`config.mk`:
```
export PLATFORM = sky130hd
export DESIGN_NAME = per_channel_step_change_monitor_unit
export DESIGN_NICKNAME = d
export VERILOG_FILES = /design/src/scmon_pkg.sv /design/src/scmon_store.sv /design/src/scmon_calc.sv /design/src/per_channel_step_change_monitor_unit.sv
export VERILOG_INCLUDE_DIRS = /design/src /design/src/src
export SDC_FILE = /design/constraint.sdc
export NUM_CORES = 1
export LEC_CHECK = 0
export ABC_AREA = 0
export BUFFER_PORTS_ARGS = -buffer_cell sky130_fd_sc_hd__buf_4
export CORE_ASPECT_RATIO = 1.4
export CORE_MARGIN = 2
export CORE_UTILIZATION = 37
export CTS_CLUSTER_DIAMETER = 150
export DETAILED_ROUTE_END_ITERATION = 8
export HOLD_SLACK_MARGIN = 0.15
export PLACE_DENSITY_LB_ADDON = 0.1
export REMOVE_ABC_BUFFERS = 1
export SETUP_SLACK_MARGIN = 0.05
export SLEW_MARGIN = 15
export SYNTH_ARGS = -nofsm -noshare
export SYNTH_HDL_FRONTEND = slang
export SYNTH_SLANG_ARGS = --single-unit
```
`constraint.sdc`:
```
create_clock -name i_clk -period 18.95 [get_ports i_clk]
set_input_delay 3.79 -clock i_clk [delete_from_list [all_inputs] [get_ports i_clk]]
set_output_delay 3.79 -clock i_clk [all_outputs]
set_load 0.1 [all_outputs]
```
`src/assert_macros.svh`:
```
// assertion helpers used by the rtl
`ifndef ASSERT_MACROS_SVH
`define ASSERT_MACROS_SVH

// property must hold at every rising clock edge outside reset
`define SCM_ASSERT(lbl, clk, rst_n, prop) \
    lbl: assert property (@(posedge clk) disable iff (!rst_n) (prop)) \
        else $error("assertion failed");

// expression must never be true outside reset
`define SCM_ASSERT_NEVER(lbl, clk, rst_n, expr) \
    lbl: assert property (@(posedge clk) disable iff (!rst_n) !(expr)) \
        else $error("forbidden condition seen");

`endif

```
`src/scmon_pkg.sv`:
```
// ----------------------------------------------------------------------------
// scmon_pkg
// shared types and constants of the step change monitor
// ----------------------------------------------------------------------------
`default_nettype none

package scmon_pkg;

    localparam int NUM_DEVICES_DEF = 32;

    localparam int DEV_W  = 5;
    localparam int VOLT_W = 16;
    localparam int CNT_W  = 16;
    localparam int RDC_W  = 16;
    localparam int CFG_W  = 16;

    localparam logic [CFG_W-1:0] CHANGE_LIMIT_RST  = 16'd30;
    localparam logic [CFG_W-1:0] REPORT_PERIOD_RST = 16'd30;
    localparam logic [CNT_W-1:0] CNT_MAX           = '1;

    // register indexes of the configuration port
    typedef enum logic [0:0] {
        CFG_CHANGE_LIMIT  = 1'b0,
        CFG_REPORT_PERIOD = 1'b1
    } t_cfg_idx;

    // one store word per device
    typedef struct packed {
        logic [VOLT_W-1:0] last;
        logic [CNT_W-1:0]  cnt;
    } t_mem_word;

    // registered read of the store
    typedef struct packed {
        logic      vld;
        t_mem_word word;
    } t_entry;

    // results of one evaluation
    typedef struct packed {
        logic             warn;
        logic             wr_en;
        t_mem_word        wr_word;
        logic [DEV_W-1:0] best;
        logic [CNT_W-1:0] best_cnt;
        logic [RDC_W-1:0] read_cnt;
        logic             report;
    } t_calc_res;

endpackage

`default_nettype wire

```
`src/scmon_store.sv`:
```
// ----------------------------------------------------------------------------
// scmon_store
// per device memory of last voltage and warning count with valid bits
// ----------------------------------------------------------------------------
`default_nettype none

module scmon_store #(
    parameter int NUM_DEVICES = scmon_pkg::NUM_DEVICES_DEF,
    localparam int AW = (NUM_DEVICES > 1) ? $clog2(NUM_DEVICES) : 1
) (
    input  wire logic                 i_clk,
    input  wire logic                 i_rst_n,
    input  wire logic                 i_rd_en,
    input  wire logic [AW-1:0]        i_rd_addr,
    output scmon_pkg::t_entry         o_rd_data,
    input  wire logic                 i_wr_en,
    input  wire logic [AW-1:0]        i_wr_addr,
    input  wire scmon_pkg::t_mem_word i_wr_data
);

    scmon_pkg::t_mem_word r_mem [NUM_DEVICES];
    logic [NUM_DEVICES-1:0] r_vld;

    scmon_pkg::t_mem_word r_rd_word;
    scmon_pkg::t_mem_word r_byp_word;
    logic                 r_byp;
    logic                 r_rd_vld;
    logic                 n_hit;

    // write in the same cycle as the read wins
    assign n_hit = i_wr_en && (i_wr_addr == i_rd_addr);

    always_ff @(posedge i_clk) begin
        if (i_wr_en) begin
            r_mem[i_wr_addr] <= i_wr_data;
        end
        if (i_rd_en) begin
            r_rd_word  <= r_mem[i_rd_addr];
            r_byp_word <= i_wr_data;
        end
    end

    always_ff @(posedge i_clk) begin
        if (!i_rst_n) begin
            r_vld    <= '0;
            r_byp    <= 1'b0;
            r_rd_vld <= 1'b0;
        end else begin
            if (i_wr_en) begin
                r_vld[i_wr_addr] <= 1'b1;
            end
            if (i_rd_en) begin
                r_byp    <= n_hit;
                r_rd_vld <= r_vld[i_rd_addr] | n_hit;
            end
        end
    end

    // entry never written reads as zero
    always_comb begin
        o_rd_data.vld = r_rd_vld;
        if (!r_rd_vld) begin
            o_rd_data.word = '0;
        end else if (r_byp) begin
            o_rd_data.word = r_byp_word;
        end else begin
            o_rd_data.word = r_rd_word;
        end
    end

endmodule

`default_nettype wire

```
`src/scmon_calc.sv`:
```
// ----------------------------------------------------------------------------
// scmon_calc
// step check, count update, running busiest device and report period
// ----------------------------------------------------------------------------
`default_nettype none

module scmon_calc #(
    parameter int NUM_DEVICES = scmon_pkg::NUM_DEVICES_DEF
) (
    input  wire logic [scmon_pkg::DEV_W-1:0]  i_dev,
    input  wire logic [scmon_pkg::VOLT_W-1:0] i_volt,
    input  wire scmon_pkg::t_entry            i_entry,
    input  wire logic [scmon_pkg::CFG_W-1:0]  i_change_limit,
    input  wire logic [scmon_pkg::CFG_W-1:0]  i_report_period,
    input  wire logic [scmon_pkg::DEV_W-1:0]  i_best,
    input  wire logic [scmon_pkg::CNT_W-1:0]  i_best_cnt,
    input  wire logic [scmon_pkg::RDC_W-1:0]  i_read_cnt,
    output scmon_pkg::t_calc_res              o_res
);

    logic                            in_range;
    logic [scmon_pkg::VOLT_W-1:0]    prev;
    logic [scmon_pkg::VOLT_W:0]      diff;
    logic [scmon_pkg::VOLT_W:0]      mag;
    logic [scmon_pkg::CNT_W-1:0]     cnt;
    logic [scmon_pkg::CNT_W-1:0]     cnt_nxt;
    logic                            cnt_inc;
    logic                            take_best;
    logic [scmon_pkg::RDC_W-1:0]     rdc_inc;
    logic [scmon_pkg::CFG_W-1:0]     period;

    assign in_range = 32'(i_dev) < 32'(NUM_DEVICES);
    assign prev     = i_entry.word.last;
    assign cnt      = i_entry.word.cnt;

    // signed difference, one bit wider
    assign diff = {i_volt[scmon_pkg::VOLT_W-1], i_volt} - {prev[scmon_pkg::VOLT_W-1], prev};
    assign mag  = diff[scmon_pkg::VOLT_W] ? (~diff + 1'b1) : diff;

    assign o_res.warn = in_range && (prev != '0) && (mag > {1'b0, i_change_limit});

    // count saturates, best device follows only a real increment
    assign cnt_inc   = o_res.warn && (cnt != scmon_pkg::CNT_MAX);
    assign cnt_nxt   = cnt + 1'b1;
    assign take_best = cnt_inc && ((cnt_nxt > i_best_cnt) ||
                                   ((cnt_nxt == i_best_cnt) && (i_dev < i_best)));

    assign o_res.wr_en        = in_range;
    assign o_res.wr_word.last = i_volt;
    assign o_res.wr_word.cnt  = cnt_inc ? cnt_nxt : cnt;
    assign o_res.best         = take_best ? i_dev : i_best;
    assign o_res.best_cnt     = take_best ? cnt_nxt : i_best_cnt;

    // zero period behaves as one
    assign period         = (i_report_period == '0) ? 16'd1 : i_report_period;
    assign rdc_inc        = i_read_cnt + 1'b1;
    assign o_res.report   = rdc_inc >= period;
    assign o_res.read_cnt = o_res.report ? '0 : rdc_inc;

endmodule

`default_nettype wire

```
`src/per_channel_step_change_monitor_unit.sv`:
```
// ----------------------------------------------------------------------------
// per_channel_step_change_monitor_unit
// per device step change monitor with periodic busiest device report
// ----------------------------------------------------------------------------
// path: reading and store read registered at accept, then the result register
// throughput: one reading per cycle unless the output stalls, set by the single store
//   port pair (one read at accept, one write as the reading leaves the input stage)
// reset: synchronous active low; clears valid bits of the store, counters,
//   running best device and pipeline valids; registers return to 30
// ----------------------------------------------------------------------------
`default_nettype none

`include "assert_macros.svh"

module per_channel_step_change_monitor_unit #(
    parameter int NUM_DEVICES = scmon_pkg::NUM_DEVICES_DEF,
    localparam int AW = (NUM_DEVICES > 1) ? $clog2(NUM_DEVICES) : 1
) (
    input  wire logic                        i_clk,
    input  wire logic                        i_rst_n,
    // configuration write port
    input  wire logic                        i_cfg_we,
    input  wire logic [0:0]                  i_cfg_idx,
    input  wire logic [scmon_pkg::CFG_W-1:0] i_cfg_data,
    // input stream
    input  wire logic                        i_s_tvalid,
    output logic                             o_s_tready,
    input  wire logic [23:0]                 i_s_tdata,   // device_id[4:0], voltage[20:5]
    // result stream
    output logic                             o_m_tvalid,
    input  wire logic                        i_m_tready,
    output logic [7:0]                       o_m_tdata,   // warning[0], busiest_device[5:1]
    output logic                             o_m_tuser    // report_valid
);

    // configuration registers
    logic [scmon_pkg::CFG_W-1:0] r_change_limit;
    logic [scmon_pkg::CFG_W-1:0] r_report_period;

    // input stage
    logic                          r_s1_vld;
    logic [scmon_pkg::DEV_W-1:0]   r_s1_dev;
    logic [scmon_pkg::VOLT_W-1:0]  r_s1_volt;

    // running state
    logic [scmon_pkg::DEV_W-1:0]   r_best;
    logic [scmon_pkg::CNT_W-1:0]   r_best_cnt;   // warning count of r_best
    logic [scmon_pkg::RDC_W-1:0]   r_read_cnt;

    // result register
    logic                          r_out_vld;
    logic                          r_out_warn;
    logic                          r_out_rep;
    logic [scmon_pkg::DEV_W-1:0]   r_out_best;

    logic                          s_accept;
    logic                          s1_adv;
    logic                          n_s1_vld;
    logic                          n_out_vld;
    logic [scmon_pkg::DEV_W-1:0]   in_dev;
    logic [scmon_pkg::VOLT_W-1:0]  in_volt;
    scmon_pkg::t_entry             rd_entry;
    scmon_pkg::t_calc_res          res;
    logic                          wr_en;

    assign in_dev  = i_s_tdata[4:0];
    assign in_volt = i_s_tdata[20:5];

    // input stage moves on when the result register is free or drained
    assign s1_adv     = r_s1_vld && (!r_out_vld || i_m_tready);
    assign o_s_tready = !r_s1_vld || !r_out_vld || i_m_tready;
    assign s_accept   = i_s_tvalid && o_s_tready;
    assign wr_en      = s1_adv && res.wr_en;

    // ------------------------------------------------------------------
    // configuration
    // ------------------------------------------------------------------
    always_ff @(posedge i_clk) begin
        if (!i_rst_n) begin
            r_change_limit  <= scmon_pkg::CHANGE_LIMIT_RST;
            r_report_period <= scmon_pkg::REPORT_PERIOD_RST;
        end else if (i_cfg_we) begin
            case (scmon_pkg::t_cfg_idx'(i_cfg_idx))
                scmon_pkg::CFG_CHANGE_LIMIT:  r_change_limit  <= i_cfg_data;
                scmon_pkg::CFG_REPORT_PERIOD: r_report_period <= i_cfg_data;
                default: ;
            endcase
        end
    end

    // ------------------------------------------------------------------
    // per device store, read at accept, written as the reading leaves
    // ------------------------------------------------------------------
    scmon_store #(
        .NUM_DEVICES (NUM_DEVICES)
    ) u_store (
        .i_clk     (i_clk),
        .i_rst_n   (i_rst_n),
        .i_rd_en   (s_accept),
        .i_rd_addr (AW'(in_dev)),
        .o_rd_data (rd_entry),
        .i_wr_en   (wr_en),
        .i_wr_addr (AW'(r_s1_dev)),
        .i_wr_data (res.wr_word)
    );

    // ------------------------------------------------------------------
    // evaluation between input stage and result register
    // ------------------------------------------------------------------
    scmon_calc #(
        .NUM_DEVICES (NUM_DEVICES)
    ) u_calc (
        .i_dev           (r_s1_dev),
        .i_volt          (r_s1_volt),
        .i_entry         (rd_entry),
        .i_change_limit  (r_change_limit),
        .i_report_period (r_report_period),
        .i_best          (r_best),
        .i_best_cnt      (r_best_cnt),
        .i_read_cnt      (r_read_cnt),
        .o_res           (res)
    );

    // ------------------------------------------------------------------
    // pipeline control
    // ------------------------------------------------------------------
    always_comb begin
        n_s1_vld = r_s1_vld;
        if (s_accept) begin
            n_s1_vld = 1'b1;
        end else if (s1_adv) begin
            n_s1_vld = 1'b0;
        end
        n_out_vld = r_out_vld;
        if (s1_adv) begin
            n_out_vld = 1'b1;
        end else if (i_m_tready) begin
            n_out_vld = 1'b0;
        end
    end

    always_ff @(posedge i_clk) begin
        if (!i_rst_n) begin
            r_s1_vld   <= 1'b0;
            r_out_vld  <= 1'b0;
            r_best     <= '0;
            r_best_cnt <= '0;
            r_read_cnt <= '0;
        end else begin
            r_s1_vld  <= n_s1_vld;
            r_out_vld <= n_out_vld;
            if (s1_adv) begin
                r_best     <= res.best;
                r_best_cnt <= res.best_cnt;
                r_read_cnt <= res.read_cnt;
            end
        end
    end

    // payload, no reset
    always_ff @(posedge i_clk) begin
        if (s_accept) begin
            r_s1_dev  <= in_dev;
            r_s1_volt <= in_volt;
        end
        if (s1_adv) begin
            r_out_warn <= res.warn;
            r_out_rep  <= res.report;
            r_out_best <= res.report ? res.best : '0;
        end
    end

    assign o_m_tvalid = r_out_vld;
    assign o_m_tdata  = {2'b00, r_out_best, r_out_warn};
    assign o_m_tuser  = r_out_rep;

    // ------------------------------------------------------------------
    // assertions
    // ------------------------------------------------------------------
    // no written count ever exceeds the running best count
    `SCM_ASSERT(a_best_is_max, i_clk, i_rst_n, wr_en |=> ($past(res.wr_word.cnt) <= r_best_cnt))
    // a reading leaving the input stage always lands in the result register
    `SCM_ASSERT(a_adv_to_out, i_clk, i_rst_n, s1_adv |=> o_m_tvalid)
    // busiest device is zero outside a report
    `SCM_ASSERT_NEVER(a_best_no_rep, i_clk, i_rst_n, o_m_tvalid && !o_m_tuser && (o_m_tdata[5:1] != '0))

endmodule

`default_nettype wire

```
==> impl_metrics.yaml <==
floorplanning:
  num_rows: 159
  die-area_sq_um: 137700
  start_util: 0.3722
  io_pins: 57
  die_x_um: 314.2
  die_y_um: 438.2
  core_sq_um: 133900
worst_setup_path:
  path_max_fanout: 4
  path_class: "in -> out"
  start_kind: "primary input"
  cp-end-kind: "primary output"
  crit_required_ns: 15.16
  critPathArrivalTime_ns: 4.47
synth:
  synthTopCellsByArea: "edfxtp_1 (67%), mux4_2 (15%), dfxtp_1 (4.2%), ha_1 (1.8%), mux2_2 (1.3%)"
  async_reset_ff_frac: 0
  yosys_warnings: 0
  muxShareOfSynthArea: 0.1654
  synth_edf_count: 1116
  synth_top_flop_cell: "edfxtp_1"
  syn_area_per_cell_sq_um: 19.20
  synth_compound_area_frac: 0.03452
  synth_xor_area_frac: 0.01371
  yosysTopAreaCell: "edfxtp_1"
  synth-seq-cells: 1221
  syn_area_sq_um: 49840
  synthSimpleGateAreaFrac: 0.03728
  synth_fa_ha_area_frac: 0.01823
  yosysMostFrequentCell: "edfxtp_1"
  synth_top_family_by_area: "multiplexers"
  netlist_instances: 2596
  synth_top_area_frac: 0.6724
  synth_common_cells: "edfxtp_1 (1116), mux4_2 (330), nand2_1 (155)"
  ys_types: 79
  ys_seq_area_frac: 0.7146
clock_network:
  clock_latency_ns: 0.74
  cts_num_sinks: 1221
  clk_path_buf_depth: 3
  hold_buffers: 0
  cts_made_buffers: 118
  path_clk_slew_ns: 0.06
  root_buffer: "clkbuf_16"
  post_cts_buffers: 0
  cts-resized-gates: 0
  cts_tree: "yes"
  htreeDepth: 3
sta:
  min_period_ns: 8.260
  worst_slew_pin_slew_ns: 1.114
  worst_slack_ns: 10.69
  tns_ns: 0
  skew_ns: 0.03280
  clock.fmax_mhz: 121.1
  drv_slew: 0
  hold_viol_final: 0
  timing.slew.headroom: 0.2553
  rsz0062_at_grt: "no"
  setup_violations: 0
  fin_crit_sh: 0.4359
detailed_routing:
  drt-met1-wl_um: 49730
  first_pass_iters: 5
  antenna_left: 0
  drtIter0Drc: 1791
  wl_per_cell_um: 27.74
  dr_wl_met3_um: 3916
  vias: 24650
  wl_met2_um: 69730
  avgViaCountPerCell: 5.382
  drc: 0
  finalWirelength_um: 127100
  top_layer_used: "met4"
global_routing:
  grt_pass1_wl_um: 185000
  grt_usage: 0.1868
  grt_pass1_vias: 26490
  grt_overflow: 0
  antenna_found_initial: 0
  grt_max_degree: 127
run_status:
  status: "complete, no violations"
power:
  power.density_nw_per_um2: 99.17
  vdd_drop_max_v: 0.00006731
  p_leak_uw: 0.01911
placement:
  place_ws_ns: 10.00
  hpwlAfterDp_um: 72120
  portBuffers: 51
  gp_congestion: 0.7885
final_layout:
  nets: 2828
  syn2layout_area_growth_pct: 14.08
  antenna_cells: 0
  postLayoutCoreUtil: 0.4246
  drive_gt1_frac: 0.2752
flow_run:
  maxCapViolations: 0
min_path:
  hold_path.class: "reg -> reg"
[layout make-up]
class / instances / area, sq um
timing repair buffer: 128 / 992.2
sequential: 1221 / 35620
clock inverter: 76 / 753.2
tap: 1771 / 2216
fill: 11660 / 77040
inverter: 69 / 261.5
multi-input combinational: 1172 / 13840
clock buffer: 143 / 3169
[power breakdown]
group	internal, uW	switching [uW]
Combinational	122	172
Sequential	2950	14.7
Clock	1350	1030
[per-layer routing]
metal  track usage  vias to the layer above
met1        0.2208                    13280
met4       0.06436                        0
li1              -                    10750
met5             0                        -
met2        0.3498                      444
met3       0.02008                      180
[cells in the final DEF (no fill, tap or decap), types with 10 or more instances in the layout]
master and count:
nor2_1 38, o311a_1 14, clkbuf_1 15, clkinv_1 23, buf_4 124, nand2_1 155
nor2b_1 14, o21a_1 38, xnor2_1 37, nor3_1 13, inv_1 67, mux2_2 59
a21o_1 15, clkbuf_16 120, ha_1 71, nand4_1 11, nand3_1 35, xor2_1 28
nor2_4 32, o21ai_0 33, o211ai_1 13, and3_1 16, dfxtp_1 104, edfxtp_1 1116
mux4_2 330, bufinv_16 12, a21oi_1 43, a21boi_0 28, clkinv_2 27, mux2i_1 10
[critical path, stage by stage]
cell and delay, ns:
buf_4 0.11, nor2b_1 0.20, nand2_1 0.11, buf_4 0.24
[cell families after synthesis]
family                     after synthesis
AOI/OAI and AO/OA                      239
xor gates and xnor gates                78
adders and majority gates               72
buffers and inverters                  204
DFF                                   1221
muxes                                  403
other                                    1
and+or+nand+nor                        378
[final timing paths]
check	to	cells past startpoint	slack, ns	start
setup / recovery	o_s_tready	4	10.69	i_m_tready
hold reg to reg	u_store.r_vld[7]$_SDFFE_PN0P_	1	0.46	u_store.r_vld[7]$_SDFFE_PN0P_
hold / removal	u_store.r_vld[7]$_SDFFE_PN0P_	1	0.46	u_store.r_vld[7]$_SDFFE_PN0P_
setup reg to reg	u_store.r_mem[5][1]$_DFFE_PP_	24	11.69	u_store.r_byp$_SDFFE_PN0P_
[state kept, by name, summed over array words and instances, names as in the netlist, 16 cells and up]
name,flops
r_best_cnt,16
r_change_limit,16
r_read_cnt,16
r_report_period,16
r_s1_volt,16
u_store.r_byp_word,32
u_store.r_mem,1024
u_store.r_rd_word,32
u_store.r_vld,32
[metrics by stage]
step                      instance area (sq um)  cells  hold slack (ns)  power [uW]
after detailed placement                  52850   4361           0.4492        3322
after floorplan                           49290   2462           0.4347        3186
final                                     56850   4580           0.4617        5638
after CTS                                 56770   4580           0.4643        5710
after global placement                    52850   4361           0.4410        3316
after global routing                      56850   4580           0.4766        5822
No activity file was read; power rests on OpenSTA's default activity.
